===== config.mk =====
export PLATFORM = sky130hd
export DESIGN_NAME = modbus_rtu_frame_receiver_core
export DESIGN_NICKNAME = d
export VERILOG_FILES = /design/src/mbrtu_pkg.sv /design/src/mbrtu_csr.sv /design/src/mbrtu_frame_fsm.sv /design/src/modbus_rtu_frame_receiver_core.sv
export SDC_FILE = /design/constraint.sdc
export NUM_CORES = 1
export LEC_CHECK = 0
export BUFFER_PORTS_ARGS = -buffer_cell sky130_fd_sc_hd__buf_2
export CAP_MARGIN = 20
export CORE_MARGIN = 2
export CORE_UTILIZATION = 55
export CTS_CLUSTER_SIZE = 30
export DETAILED_ROUTE_END_ITERATION = 6
export GPL_TIMING_DRIVEN = 0
export PLACE_DENSITY_LB_ADDON = 0.08
export SETUP_SLACK_MARGIN = 0.2
export SYNTH_ARGS = -nofsm -noshare
export SYNTH_HDL_FRONTEND = slang
export SYNTH_HIERARCHICAL = 1
export SYNTH_SLANG_ARGS = --single-unit

===== constraint.sdc =====
create_clock -name clock -period 2.7 [get_ports clock]
set_input_delay 0.405 -clock clock [delete_from_list [all_inputs] [get_ports clock]]
set_output_delay 0.405 -clock clock [all_outputs]
set_load 0.02 [all_outputs]

===== src/mbrtu_pkg.sv =====
package mbrtu_pkg;

   localparam logic [15:0] CRC_POLY      = 16'hA001;
   localparam logic [15:0] CRC_PRESET    = 16'hFFFF;
   localparam logic [7:0]  BASE_COUNT    = 8'd5;
   localparam logic [7:0]  FN_WRITE_MULT = 8'h10;
   localparam logic [7:0]  BCAST_ADDR    = 8'h00;
   localparam logic [7:0]  OWN_ADDR_RESET = 8'd2;

   localparam logic KIND_BYTE    = 1'b0;
   localparam logic KIND_SILENCE = 1'b1;

   localparam int  CSR_ADDR_W = 2;
   localparam logic [CSR_ADDR_W-1:0] CSR_OWN_ADDRESS = 2'd0;

   localparam int RSP_DATA_W = 24;

   typedef enum logic [2:0] {
      PH_IDLE    = 3'd0,
      PH_FUNC    = 3'd1,
      PH_DATA    = 3'd2,
      PH_EXTRA   = 3'd3,
      PH_CRCL    = 3'd4,
      PH_CRCH    = 3'd5,
      PH_DISCARD = 3'd6
   } phase_type;

   typedef struct packed {
      logic       kind;
      logic [7:0] rx_byte;
   } item_type;

   typedef struct packed {
      logic       payload_valid;
      logic [7:0] payload_byte;
      logic       frame_end;
      logic       crc_ok;
      logic [7:0] function_code;
      logic       is_broadcast;
      logic       frame_dropped;
   } result_type;

   function automatic logic [15:0] crc_feed(input logic [15:0] crc, input logic [7:0] b);
      logic [15:0] c;
      c = crc ^ {8'h00, b};
      for (int k = 0; k < 8; k++) begin
         if (c[0]) begin
            c = (c >> 1) ^ CRC_POLY;
         end else begin
            c = c >> 1;
         end
      end
      return c;
   endfunction

endpackage


===== src/mbrtu_csr.sv =====
module mbrtu_csr
   import mbrtu_pkg::*;
(
   input  logic                  clock,
   input  logic                  reset,
   input  logic                  csr_psel,
   input  logic                  csr_penable,
   input  logic                  csr_pwrite,
   input  logic [CSR_ADDR_W-1:0] csr_paddr,
   input  logic [31:0]           csr_pwdata,
   output logic [31:0]           csr_prdata,
   output logic                  csr_pready,
   output logic [7:0]            own_address
);

   logic [7:0] own_address_ff;
   logic [7:0] own_address_in;
   logic       wr_en;

   assign csr_pready = 1'b1;
   assign wr_en = csr_psel && csr_penable && csr_pwrite && csr_pready;

   always_comb begin
      own_address_in = own_address_ff;
      if (wr_en && (csr_paddr == CSR_OWN_ADDRESS)) begin
         own_address_in = csr_pwdata[7:0];
      end
   end

   always_ff @(posedge clock) begin
      if (reset) begin
         own_address_ff <= OWN_ADDR_RESET;
      end else begin
         own_address_ff <= own_address_in;
      end
   end

   always_comb begin
      unique case (csr_paddr)
         CSR_OWN_ADDRESS: csr_prdata = {24'h000000, own_address_ff};
         default:         csr_prdata = 32'h00000000;
      endcase
   end

   assign own_address = own_address_ff;

endmodule


===== src/mbrtu_frame_fsm.sv =====
module mbrtu_frame_fsm
   import mbrtu_pkg::*;
(
   input  logic       clock,
   input  logic       reset,
   input  logic       fire,
   input  item_type   item,
   input  logic [7:0] own_address,
   output result_type result
);

   phase_type   phase_ff, phase_in;
   logic [7:0]  bytes_left_ff, bytes_left_in;
   logic [15:0] crc_ff, crc_in;
   logic [7:0]  crc_low_ff, crc_low_in;
   logic [7:0]  func_ff, func_in;
   logic        bcast_ff, bcast_in;
   logic [7:0]  left_dec;
   logic [15:0] crc_next;

   assign left_dec = bytes_left_ff - 8'd1;
   assign crc_next = crc_feed(crc_ff, item.rx_byte);

   always_ff @(posedge clock) begin
      if (reset) begin
         phase_ff      <= PH_IDLE;
         bytes_left_ff <= '0;
         crc_ff        <= CRC_PRESET;
         crc_low_ff    <= '0;
         func_ff       <= '0;
         bcast_ff      <= 1'b0;
      end else if (fire) begin
         phase_ff      <= phase_in;
         bytes_left_ff <= bytes_left_in;
         crc_ff        <= crc_in;
         crc_low_ff    <= crc_low_in;
         func_ff       <= func_in;
         bcast_ff      <= bcast_in;
      end
   end

   always_comb begin
      phase_in      = phase_ff;
      bytes_left_in = bytes_left_ff;
      crc_in        = crc_ff;
      crc_low_in    = crc_low_ff;
      func_in       = func_ff;
      bcast_in      = bcast_ff;
      result        = '0;
      if (item.kind == KIND_SILENCE) begin
         result.frame_dropped = (phase_ff != PH_IDLE) && (phase_ff != PH_DISCARD);
         phase_in      = PH_IDLE;
         bytes_left_in = '0;
      end else begin
         unique case (phase_ff)
            PH_IDLE: begin
               if ((item.rx_byte == BCAST_ADDR) || (item.rx_byte == own_address)) begin
                  bcast_in      = (item.rx_byte == BCAST_ADDR);
                  bytes_left_in = BASE_COUNT;
                  crc_in        = crc_feed(CRC_PRESET, item.rx_byte);
                  phase_in      = PH_FUNC;
               end else begin
                  phase_in = PH_DISCARD;
               end
            end
            PH_FUNC: begin
               func_in = item.rx_byte;
               crc_in  = crc_next;
               if (item.rx_byte != FN_WRITE_MULT) begin
                  bytes_left_in = left_dec;
               end
               phase_in = PH_DATA;
            end
            PH_DATA: begin
               result.payload_valid = 1'b1;
               result.payload_byte  = item.rx_byte;
               crc_in        = crc_next;
               bytes_left_in = left_dec;
               if (left_dec == 8'd0) begin
                  if ((func_ff == FN_WRITE_MULT) && (item.rx_byte != 8'd0)) begin
                     bytes_left_in = item.rx_byte;
                     phase_in      = PH_EXTRA;
                  end else begin
                     phase_in = PH_CRCL;
                  end
               end
            end
            PH_EXTRA: begin
               result.payload_valid = 1'b1;
               result.payload_byte  = item.rx_byte;
               crc_in        = crc_next;
               bytes_left_in = left_dec;
               if (left_dec == 8'd0) begin
                  phase_in = PH_CRCL;
               end
            end
            PH_CRCL: begin
               crc_low_in = item.rx_byte;
               phase_in   = PH_CRCH;
            end
            PH_CRCH: begin
               result.frame_end     = 1'b1;
               result.crc_ok        = ({item.rx_byte, crc_low_ff} == crc_ff);
               result.function_code = func_ff;
               result.is_broadcast  = bcast_ff;
               result.frame_dropped = !result.crc_ok;
               phase_in = PH_IDLE;
            end
            PH_DISCARD: begin
            end
            default: begin
               phase_in = PH_IDLE;
               result.frame_dropped = 1'b1;
            end
         endcase
      end
   end

   // a payload byte never coincides with the end of a frame
   assert property (@(posedge clock) disable iff (reset)
      result.payload_valid |-> !result.frame_end)
      else $error("payload byte reported on frame end");

   // crc status only accompanies a frame end
   assert property (@(posedge clock) disable iff (reset)
      result.crc_ok |-> (result.frame_end && !result.frame_dropped))
      else $error("crc_ok without a clean frame end");

   // a completed frame leaves the parser idle
   assert property (@(posedge clock) disable iff (reset)
      (fire && result.frame_end) |=> (phase_ff == PH_IDLE))
      else $error("parser not idle after frame end");

   // silence always returns to idle
   assert property (@(posedge clock) disable iff (reset)
      (fire && (item.kind == KIND_SILENCE)) |=> (phase_ff == PH_IDLE && bytes_left_ff == 8'd0))
      else $error("parser not idle after silence");

endmodule


===== src/modbus_rtu_frame_receiver_core.sv =====
// Modbus RTU request receiver. Each req transfer is one event: a UART byte
// (tuser = 0) or a t3.5 line silence (tuser = 1). Each event gives exactly one
// rsp transfer: in_item_ff registers the event and out_ff its parser result. One
// event is taken every cycle while rsp_tready does not stall the output, set by the
// single registered pass through the parser and its byte-wide crc-16 update (poly
// 0xA001, preset 0xFFFF). Payload bytes are flagged on rsp_tuser, and rsp_tlast
// marks the crc high byte, which carries crc_ok, the function code and the broadcast
// flag. own_address lives at byte address 0 of the csr port and resets to 2.
module modbus_rtu_frame_receiver_core
   import mbrtu_pkg::*;
(
   input  logic                  clock,
   input  logic                  reset,
   input  logic                  req_tvalid,
   output logic                  req_tready,
   input  logic [7:0]            req_tdata,   // rx_byte
   input  logic                  req_tuser,   // kind
   output logic                  rsp_tvalid,
   input  logic                  rsp_tready,
   output logic [RSP_DATA_W-1:0] rsp_tdata,   // payload_byte, crc_ok, function_code,
                                              // is_broadcast, frame_dropped, zero pad
   output logic                  rsp_tuser,   // payload_valid
   output logic                  rsp_tlast,   // frame_end
   input  logic                  csr_psel,
   input  logic                  csr_penable,
   input  logic                  csr_pwrite,
   input  logic [CSR_ADDR_W-1:0] csr_paddr,
   input  logic [31:0]           csr_pwdata,
   output logic [31:0]           csr_prdata,
   output logic                  csr_pready
);

   logic       in_valid_ff, in_valid_in;
   item_type   in_item_ff;
   logic       out_valid_ff, out_valid_in;
   result_type out_ff;
   result_type result;
   logic       advance;
   logic       accept;
   logic [7:0] own_address;

   mbrtu_csr u_csr (
      .clock       (clock),
      .reset       (reset),
      .csr_psel    (csr_psel),
      .csr_penable (csr_penable),
      .csr_pwrite  (csr_pwrite),
      .csr_paddr   (csr_paddr),
      .csr_pwdata  (csr_pwdata),
      .csr_prdata  (csr_prdata),
      .csr_pready  (csr_pready),
      .own_address (own_address)
   );

   mbrtu_frame_fsm u_fsm (
      .clock       (clock),
      .reset       (reset),
      .fire        (advance),
      .item        (in_item_ff),
      .own_address (own_address),
      .result      (result)
   );

   assign advance    = in_valid_ff && (!out_valid_ff || rsp_tready);
   assign req_tready = !in_valid_ff || advance;
   assign accept     = req_tvalid && req_tready;

   always_comb begin
      in_valid_in = in_valid_ff;
      if (accept) begin
         in_valid_in = 1'b1;
      end else if (advance) begin
         in_valid_in = 1'b0;
      end
      out_valid_in = out_valid_ff;
      if (advance) begin
         out_valid_in = 1'b1;
      end else if (rsp_tready) begin
         out_valid_in = 1'b0;
      end
   end

   always_ff @(posedge clock) begin
      if (reset) begin
         in_valid_ff  <= 1'b0;
         out_valid_ff <= 1'b0;
      end else begin
         in_valid_ff  <= in_valid_in;
         out_valid_ff <= out_valid_in;
      end
   end

   always_ff @(posedge clock) begin
      if (accept) begin
         in_item_ff.kind    <= req_tuser;
         in_item_ff.rx_byte <= req_tdata;
      end
      if (advance) begin
         out_ff <= result;
      end
   end

   assign rsp_tvalid = out_valid_ff;
   assign rsp_tuser  = out_ff.payload_valid;
   assign rsp_tlast  = out_ff.frame_end;
   assign rsp_tdata  = {5'b00000, out_ff.frame_dropped, out_ff.is_broadcast,
                        out_ff.function_code, out_ff.crc_ok, out_ff.payload_byte};

endmodule

==> flow_metrics.py, run 1 <==
metrics = {
    "clocking": {
        "clk_latency_ns": 0.36,
        "clk_pin_slew_ns": 0.08,
        "cts_root_buf": "clkbuf_8",
        "cts_tree": "built",
        "cts_max_level": 3,
        "hold_buffers": 0,
        "cts-buffers-inserted": 9,
        "clockBufferDepth": 2,
        "cts_sinks": 84,
    },
    "setup_path": {
        "reg2reg_slack_ns": 0.31,
        "cp-start-kind": "flop",
        "crit_type": "reg2reg",
        "worstPathArrival_ns": 2.64,
        "r2r-end": "u_fsm/crc_ff[0]",
        "reg2reg_depth": 7,
        "cp-end-kind": "flop",
        "cp.required_ns": 2.95,
        "crit-reg2reg-launch": "in_item_ff[1]",
        "worstPathMaxFanout": 5,
    },
    "yosys": {
        "synth.largest_area_cell": "dfxtp_1",
        "async_flop_share_pct": 0,
        "avgSynthCellArea_um2": 9.43,
        "synth.yosys.seq_area_share_pct": 40.7,
        "netlist_instances": 516,
        "ys_types": 65,
        "post-synth-top-count-cell": "dfxtp_1",
        "synth_edf_count": 30,
        "synth_top_area_share_pct": 22.2,
        "yosys_register_bits": 84,
        "synth_flop_cell": "dfxtp_1",
        "yosys-top-cells-count": "dfxtp_1 (54), nor2_1 (42), a21oi_1 (34), xor2_1 (34), buf_4 (31)",
        "ys_top_cells_by_area": "dfxtp_1 (22%), edfxtp_1 (19%), xor2_1 (6.1%)",
        "post_synth_instance_area_mm2": 0.00486,
        "yosysWarnings": 6,
    },
    "route": {
        "ant_nets": 0,
        "drt-wirelength-per-cell_um": 16.0,
        "drc": 0,
        "drt_iter0_markers": 288,
        "num_vias": 3955,
        "vias_per_cell": 5.44,
        "drt_pass1_iterations": 5,
        "routed_wl_mm": 11.6,
    },
    "floorplan": {
        "coreArea_mm2": 0.00864,
        "dieArea_mm2": 0.00961,
        "die_height_um": 98.0,
        "start_util_pct": 56.3,
        "fp.dieW_um": 98.0,
        "io_pins": 111,
        "num_rows": 34,
    },
    "placement": {
        "hpwlAfterDp_mm": 8.50,
        "portBuffers": 56,
        "place_congestion": 0.933,
        "postPlaceCellArea_mm2": 0.00538,
        "dp.cells": 707,
    },
    "sta": {
        "period_share_pct": 88.4,
        "timing.slew.headroom_pct": 60.8,
        "period_minus_slack_ns": 2.39,
        "clock.fmax_mhz": 419,
        "setup_viol": 0,
        "rsz0062_at_grt": "true",
        "final_max_slew_viol_count": 0,
        "tightest_slew_ns": 0.580,
        "timing.setup.tns_ns": 0,
        "hold_violations": 0,
        "fin_worst_skew_ns": 0.0138,
    },
    "finish": {
        "stdcell_count": 727,
        "syn_to_final_growth_pct": 17.4,
        "nets": 671,
        "fin_area_mm2": 0.00571,
        "drive_gt1_share_pct": 24.6,
        "antenna_cells": 0,
    },
    "run": {
        "drv_cap": 0,
    },
    "global_routing": {
        "track_usage_pct": 24.6,
        "grt_max_degree": 28,
        "grt-ovfl-total": 0,
        "antenna_found_initial": 0,
        "grt_pass1_wl_mm": 18.6,
        "first_global_vias": 3764,
    },
    "worst_hold_path": {
        "hold_class": "in2reg",
        "hp-start": "req_tdata[1]",
        "holdPathStages": 1,
        "hold_path_end": "in_item_ff[1]",
    },
    "power": {
        "p_leak_uw": 0.00240,
        "power.density_mw_per_mm2": 528,
        "max-vdd-ir-drop_v": 0.000390,
    },
    "status": {
        "status": "finished, final reports clean",
    },
}
[routing by layer]
metal	GRT usage, %	routed length, um	vias up
met1	32.6	4990	1852
li1	-	-	1932
met4	7.48	117	0
met5	0	0	-
met2	41.0	5690	162
met3	4.72	814	9
[per-stage QoR]
step / total power (uW) / util (%) / hold slack [ns] / setup slack (ns)
3_3_place_gp: 1840 / 62.3 / 0.461 / 0.214
5_1_grt: 3130 / 66.1 / 0.185 / 0.196
6_report: 3010 / 66.1 / 0.217 / 0.314
4_1_cts: 3020 / 65.4 / 0.195 / 0.238
3_5_place_dp: 1850 / 62.3 / 0.465 / 0.147
2_1_floorplan: 1740 / - / 0.440 / 0.500
[power by group]
group / switching (uW) / total (uW) / leakage (uW) / internal (uW)
clock: 462 / 1170 / 0.000127 / 712
sequential: 16.6 / 1360 / 0.000732 / 1340
combinational: 287 / 486 / 0.00154 / 199
total: 765 / 3010 / 0.00240 / 2250
[how the worst max path moves through the flow]
| stage | from | slack (ns) | endpoint | cells after the start |
|---|---|---|---|---|
| after floorplan | in_item_ff[1] | 0.50 | u_fsm/crc_ff[0] | 7 |
| after global placement | in_item_ff[0] | 0.21 | u_fsm/bytes_left_ff[0] | 9 |
| after detailed placement | rsp_tready | 0.15 | u_fsm/crc_ff[6] | 8 |
| after CTS | in_item_ff[2] | 0.24 | u_fsm/bytes_left_ff[0] | 9 |
| after global routing | u_fsm/bytes_left_ff[2] | 0.20 | u_fsm/phase_ff[0] | 7 |
| final | in_item_ff[1] | 0.31 | u_fsm/crc_ff[0] | 7 |
[logic make-up (layout without fill, tap and decap cells)]
| family | after synthesis | count (layout) | synth area share (%) |
|---|---|---|---|
| DFF | 84 | 84 | 40.7 |
| adders and majority gates | 7 | 7 | 1.80 |
| buffers and inverters | 78 | 154 | 9.93 |
| and+or+nand+nor | 175 | 175 | 20.0 |
| xor gates and xnor gates | 60 | 60 | 11.5 |
| other | 3 | 30 | 0.231 |
| AOI/OAI and AO/OA | 98 | 98 | 13.5 |
| muxes | 11 | 11 | 2.26 |
[registers in the layout (all words and copies together) (netlist names)]
name                 count
in_item_ff               9
u_csr/own_address        8
rsp_tuser                1
rsp_tdata               19
u_fsm/bytes_left_ff      8
u_fsm/func_ff            8
u_fsm/bcast_ff           1
in_valid_ff              1
rsp_tvalid               1
u_fsm/crc_low_ff         8
rsp_tlast                1
u_fsm/crc_ff            16
u_fsm/phase_ff           3
[area by class of cell]
type                    count  area (um^2)
plain buffers              61          427
clock buffers              10          128
clock inverters             6          136
fillers                   747         2930
inverters                  17         67.6
multi-input cells         381         2520
flip-flops and latches     84         1980
well taps                 108          135
repair buffers             60          310
[critical path, cell delays in order (launching register included)]
cell and delay, ns:
edfxtp_1 0.36, buf_4 0.18, xor2_1 0.27, xnor2_1 0.19
xnor3_2 0.51, xnor2_1 0.17, a2111oi_1 0.37, and4b_1 0.23
[cell usage in the layout (no fill, tap or decap), types with 3 or more instances in the layout]
master / synthesis / final
a211o_1: 9 / 9
a211oi_1: 5 / 5
a21oi_1: 34 / 34
a31oi_1: 7 / 6
and2_1: 9 / 9
and2_2: 11 / 10
and4_1: 3 / 3
buf_2: 4 / 57
buf_4: 31 / 35
buf_6: 6 / 6
bufinv_16: 0 / 4
clkbuf_1: 17 / 18
clkbuf_4: 1 / 4
clkbuf_8: 2 / 11
conb_1: 3 / 30
dfxtp_1: 54 / 54
edfxtp_1: 30 / 30
ha_1: 7 / 6
inv_1: 17 / 15
mux2i_1: 11 / 11
nand2_1: 25 / 25
nand2b_1: 20 / 20
nand3_1: 16 / 16
nand4_1: 6 / 6
nor2_1: 42 / 41
nor3_1: 9 / 9
nor4_1: 15 / 15
o21ai_0: 11 / 11
o21bai_1: 7 / 7
o31ai_1: 3 / 3
or2_2: 3 / 3
xnor2_1: 23 / 23
xor2_1: 34 / 34
[repair_timing]
item,CTS,global route
resized for setup,2,8
setup endpoints to repair,4,21
pin swaps,0,2
buffers inserted,0,4
(Power assumes the default switching activity.)
==> inputs of run 2 (changes only) <==
--- a/config.mk
+++ b/config.mk
@@ -5,9 +5,8 @@
 export SDC_FILE = /design/constraint.sdc
 export NUM_CORES = 1
 export LEC_CHECK = 0
-export BUFFER_PORTS_ARGS = -buffer_cell sky130_fd_sc_hd__buf_2
+export BUFFER_PORTS_ARGS = -buffer_cell sky130_fd_sc_hd__buf_4
 export CAP_MARGIN = 20
-export CORE_MARGIN = 2
 export CORE_UTILIZATION = 55
 export CTS_CLUSTER_SIZE = 30
 export DETAILED_ROUTE_END_ITERATION = 6
==> flow_metrics.py, run 2 (same netlist as run 1, synthesis figures left out) <==
metrics = {
    "run": {
        "drv_cap": 0,
    },
    "finish": {
        "fin_area_mm2": 0.00582,
        "syn_to_final_growth_pct": 19.5,
        "drive_gt1_share_pct": 25.1,
        "stdcell_count": 726,
        "antenna_cells": 0,
        "final_common_cell": "buf_4",
        "largest_reg_flops": 19,
        "layout_common_cells": "buf_4 (93), dfxtp_1 (54), nor2_1 (41)",
        "nets": 673,
    },
    "floorplan": {
        "dieArea_mm2": 0.00922,
        "fp.dieW_um": 96.0,
        "start_util_pct": 58.0,
        "die_height_um": 96.0,
        "io_pins": 111,
        "num_rows": 33,
        "coreArea_mm2": 0.00838,
    },
    "sta": {
        "fin_worst_skew_ns": 0.0146,
        "tightest_slew_ns": 0.747,
        "period_minus_slack_ns": 2.47,
        "final_max_slew_viol_count": 0,
        "rsz0062_at_grt": "true",
        "clock.fmax_mhz": 405,
        "period_share_pct": 91.5,
        "setup_viol": 0,
        "timing.slew.headroom_pct": 50.0,
        "timing.setup.tns_ns": 0,
        "hold_violations": 0,
    },
    "setup_path": {
        "worstPathArrival_ns": 2.73,
        "cp-end-kind": "flop",
        "cp.required_ns": 2.96,
        "crit_start": "in_item_ff[1]",
        "worstPathMaxFanout": 5,
        "crit-reg2reg-launch": "in_item_ff[1]",
        "cp-start-kind": "flop",
        "crit_type": "reg2reg",
    },
    "route": {
        "ant_nets": 0,
        "vias_per_cell": 5.51,
        "num_vias": 3997,
        "routed_wl_mm": 11.7,
        "drt_iter0_markers": 310,
        "drc": 0,
        "drt_pass1_iterations": 5,
        "drt-wirelength-per-cell_um": 16.2,
    },
    "global_routing": {
        "first_global_vias": 3601,
        "grtUsageMet2_pct": 43.4,
        "grt-ovfl-total": 0,
        "grt_busiest_layer": "met2",
        "grt_max_degree": 28,
        "use_met3_pct": 4.34,
        "antenna_found_initial": 0,
        "met1_usage_pct": 33.9,
        "track_usage_pct": 26.1,
        "grt_pass1_wl_mm": 17.8,
    },
    "placement": {
        "dp.cells": 704,
        "place_congestion": 0.912,
        "hpwlAfterDp_mm": 8.62,
        "portBuffers": 56,
        "postPlaceCellArea_mm2": 0.00552,
    },
    "status": {
        "status": "finished, final reports clean",
    },
    "clocking": {
        "clk_pin_slew_ns": 0.09,
        "clk_latency_ns": 0.36,
        "cts_root_buf": "clkbuf_8",
        "clockBufferDepth": 2,
        "cts-buffers-inserted": 9,
        "cts_sinks": 84,
        "cts_tree": "built",
        "cts_max_level": 3,
    },
    "power": {
        "max-vdd-ir-drop_v": 0.000393,
        "p_leak_uw": 0.00242,
        "power.density_mw_per_mm2": 481,
    },
    "worst_hold_path": {
        "hp-start": "req_tdata[1]",
        "hold_class": "in2reg",
    },
}
## run 2: path summary, 6_finish.rpt
kind	to	slack, ns	cells past startpoint
max	u_fsm/bytes_left_ff[1]	0.23	10
min	in_item_ff[1]	0.22	1
max reg2reg	u_fsm/bytes_left_ff[1]	0.23	10
min reg2reg	u_fsm/func_ff[7]	0.48	2
## run 2: critical path, stage by stage (launching register included)
cell and delay, ns:
edfxtp_1 0.34, buf_4 0.19, clkinvlp_4 0.22, ha_4 0.23, nand4_1 0.14, nand3_1 0.15
or2_2 0.38, nor3b_4 0.25, buf_4 0.16, mux2i_1 0.06, a31o_2 0.25
## run 2: power breakdown
group	leakage [uW]	switching (uW)	internal, uW
Sequential	0.000732	17.5	1340
Combinational	0.00159	290	216
Clock	0.0000984	492	442
## run 2: metal layers
| layer | up-vias | part of all wire, % |
|---|---|---|
| li1 | 1942 | - |
| met1 | 1872 | 43 |
| met2 | 161 | 48 |
| met3 | 22 | 6.6 |
| met4 | 0 | 2.0 |
| met5 | - | 0 |
## run 2: timing repair
item | 4_1_cts | 5_1_grt
pin swaps | 1 | 1
setup buffers | 1 | 5
hold buffers | 0 | 0
resized for setup | 0 | 10
endpoints found under the hold margin | 0 | 0
setup endpoints to repair | 2 | 27
## run 2: final cells by class
class                   count  area [um^2]
multi-input cells         381         2530
clock inverters             7         82.6
well taps                 105          131
inverters                  17         71.3
repair buffers             62          465
flip-flops and latches     84         1980
fillers                   672         2570
plain buffers              61          427
clock buffers               9          124
## run 2: stage by stage
stage	worst slack, ns	hold slack, ns	total power [uW]	utilization (%)
finish	0.229	0.215	2800	69.4
global route	0.146	0.203	2900	69.4
CTS	0.207	0.211	2780	68.4
detailed placement	0.123	0.469	1870	65.8
global placement	0.216	0.460	1860	65.8
floorplan	0.500	0.440	1740	-
==> inputs of run 3 (changes only) <==
--- a/config.mk
+++ b/config.mk
@@ -5,6 +5,7 @@
 export SDC_FILE = /design/constraint.sdc
 export NUM_CORES = 1
 export LEC_CHECK = 0
+export ABC_AREA = 1
 export BUFFER_PORTS_ARGS = -buffer_cell sky130_fd_sc_hd__buf_4
 export CAP_MARGIN = 20
 export CORE_UTILIZATION = 55
==> flow_metrics.py, run 3 <==
metrics = {
    "setup_path": {
        "reg2reg_slack_ns": 0.35,
        "cpPeakStageDelay_ns": 0.33,
        "cp-end-kind": "flop",
        "worstPathCellList": "buf_2, inv_1, ha_1, xnor2_1, xnor2_1, xor2_1, xor2_1, nand2_1, nand3_1, o211ai_1",
        "worst_path_max_delay_cell": "edfxtp_1",
        "worstPathMaxFanout": 6,
        "cp-start-kind": "flop",
        "worstPathArrival_ns": 2.57,
        "crit_type": "reg2reg",
        "r2r-end": "u_fsm/crc_ff[15]",
        "cp.required_ns": 2.92,
        "crit_path_end": "u_fsm/crc_ff[15]",
        "crit_start": "in_item_ff[1]",
        "crit-reg2reg-launch": "in_item_ff[1]",
        "reg2reg_depth": 10,
    },
    "clocking": {
        "cts_tree": "built",
        "cts-buffers-inserted": 9,
        "clk_pin_slew_ns": 0.10,
        "cts_max_level": 3,
        "cts_sinks": 84,
        "cts_root_buf": "clkbuf_8",
        "clockBufferDepth": 2,
        "clk_latency_ns": 0.35,
        "hold_buffers": 0,
    },
    "global_routing": {
        "grtUsageMet2_pct": 43.4,
        "antenna_found_initial": 0,
        "grt_busiest_layer": "met2",
        "met1_usage_pct": 35.5,
        "track_usage_pct": 26.1,
        "grt_max_degree": 21,
        "use_met3_pct": 4.85,
        "first_global_vias": 3885,
        "grt-ovfl-total": 0,
        "grt_pass1_wl_mm": 18.5,
    },
    "finish": {
        "largest_reg_flops": 19,
        "syn_to_final_growth_pct": 18.3,
        "antenna_cells": 0,
        "final_common_cell": "nand2_1",
        "layout_common_cells": "nand2_1 (123), buf_4 (89), nor2_1 (64)",
        "drive_gt1_share_pct": 23.1,
        "nets": 789,
        "fin_area_mm2": 0.00581,
    },
    "sta": {
        "tightest_slew_ns": 0.655,
        "timing.slew.headroom_pct": 56.2,
        "fin_ws_ns": 0.350,
        "final_max_slew_viol_count": 0,
        "setup_viol": 0,
        "period_minus_slack_ns": 2.35,
        "hold_violations": 0,
        "fin_worst_skew_ns": 0.0108,
        "rsz0062_at_grt": "false",
        "period_share_pct": 87.0,
        "clock.fmax_mhz": 426,
    },
    "route": {
        "ant_nets": 0,
        "drc": 0,
        "drt_pass1_iterations": 6,
        "vias_per_cell": 5.22,
        "num_vias": 4412,
        "routed_wl_mm": 11.4,
        "drt-wirelength-per-cell_um": 13.5,
        "drt_iter0_markers": 278,
    },
    "yosys": {
        "yosys_register_bits": 84,
        "synth.largest_area_cell": "dfxtp_1",
        "post_synth_instance_area_mm2": 0.00491,
        "yosys-top-cells-count": "nand2_1 (125), nor2_1 (64), inv_1 (59)",
        "ys_types": 38,
        "netlist_instances": 635,
        "synth.yosys.seq_area_share_pct": 40.4,
        "yosysWarnings": 6,
        "synth_top_area_share_pct": 22.0,
        "synth_flop_cell": "dfxtp_1",
        "ys_top_cells_by_area": "dfxtp_1 (22%), edfxtp_1 (18%), nand2_1 (9.6%)",
        "avgSynthCellArea_um2": 7.73,
        "synth_edf_count": 30,
        "async_flop_share_pct": 0,
        "post-synth-top-count-cell": "nand2_1",
    },
    "floorplan": {
        "start_util_pct": 56.6,
        "io_pins": 111,
        "fp.dieW_um": 96.5,
        "num_rows": 34,
        "dieArea_mm2": 0.00931,
        "coreArea_mm2": 0.00868,
        "die_height_um": 96.5,
    },
    "placement": {
        "postPlaceCellArea_mm2": 0.00559,
        "portBuffers": 56,
        "dp_slack_ns": 0.241,
        "hpwlAfterDp_mm": 8.53,
        "place_congestion": 0.918,
    },
    "worst_hold_path": {
        "hold_class": "in2reg",
    },
    "status": {
        "status": "finished, final reports clean",
    },
    "power": {
        "power.density_mw_per_mm2": 496,
        "max-vdd-ir-drop_v": 0.000300,
        "p_leak_uw": 0.00267,
    },
    "run": {
        "drv_cap": 0,
    },
}
-- run 3: cell types whose count changed in the layout (fill, tap and decap cells not counted), sizes merged, moves of 21 or more --
cell,delta
nand2,+108
o21ai,+38
nor2,+29
and2,-21
inv,+58
nand3,+39
-- run 3: layout make-up --
type	count	area, um^2
buffer	49	315
clock buffer	9	124
clock inverter	7	76.3
fill	776	2870
inverter	76	287
multi-input combinational	453	2440
sequential	84	1980
tap	108	135
timing repair buffer	59	450
-- run 3: stage by stage --
stage	hold WS, ns	total power [uW]	utilization, %	std cells	setup TNS (ns)
floorplan	0.458	1840	-	662	0
global placement	0.470	1980	64.2	826	-0.307
detailed placement	0.475	1990	64.4	827	0
CTS	0.201	2890	66.7	843	0
global route	0.192	3030	66.9	845	0
finish	0.218	2880	66.9	845	0
-- run 3: how the worst min path moves through the flow --
stage / startpoint / to / slack, ns / cells after the start
6_report: req_tdata[4] / in_item_ff[4] / 0.22 / 1
5_1_grt: req_tdata[4] / in_item_ff[4] / 0.19 / 1
4_1_cts: req_tdata[5] / in_item_ff[5] / 0.20 / 1
3_5_place_dp: u_fsm/bytes_left_ff[7] / u_fsm/bytes_left_ff[7] / 0.48 / 2
3_3_place_gp: u_fsm/bytes_left_ff[1] / u_fsm/bytes_left_ff[1] / 0.47 / 2
2_1_floorplan: u_fsm/bytes_left_ff[7] / u_fsm/bytes_left_ff[7] / 0.46 / 2
-- run 3: critical path: cells and delay by family, from the launching register on --
family                     cells  cell delay [ns]
xor gates and xnor gates       4             0.91
adders and majority gates      1             0.33
buffers and inverters          2             0.38
DFF                            1             0.33
and+or+nand+nor                2             0.18
AOI/OAI and AO/OA              1             0.08
-- run 3: logic make-up after synthesis --
family | Yosys count | share of synthesized area [%]
xor gates and xnor gates | 36 | 6.96
other | 3 | 0.229
adders and majority gates | 7 | 1.78
buffers and inverters | 125 | 12.2
and+or+nand+nor | 279 | 27.0
AOI/OAI and AO/OA | 101 | 11.5
DFF | 84 | 40.4
-- run 3: power breakdown --
part	internal [uW]	switching [uW]	leakage (uW)	total [uW]
Sequential	1350	34.2	0.000736	1390
Clock	370	538	0.000103	908
Combinational	213	370	0.00183	583
-- run 3: routing by layer --
metal  part of all wire (%)  up-vias
li1                       -     2203
met1                     44     2020
met2                     48      179
met3                    7.0       10
met4                   0.95        0
met5                      0        -
-- run 3: repair_timing --
| item | in CTS | in global routing |
|---|---|---|
| setup buffers | 0 | 2 |
| setup endpoints to repair | 0 | 9 |
| gates resized for setup | 0 | 5 |
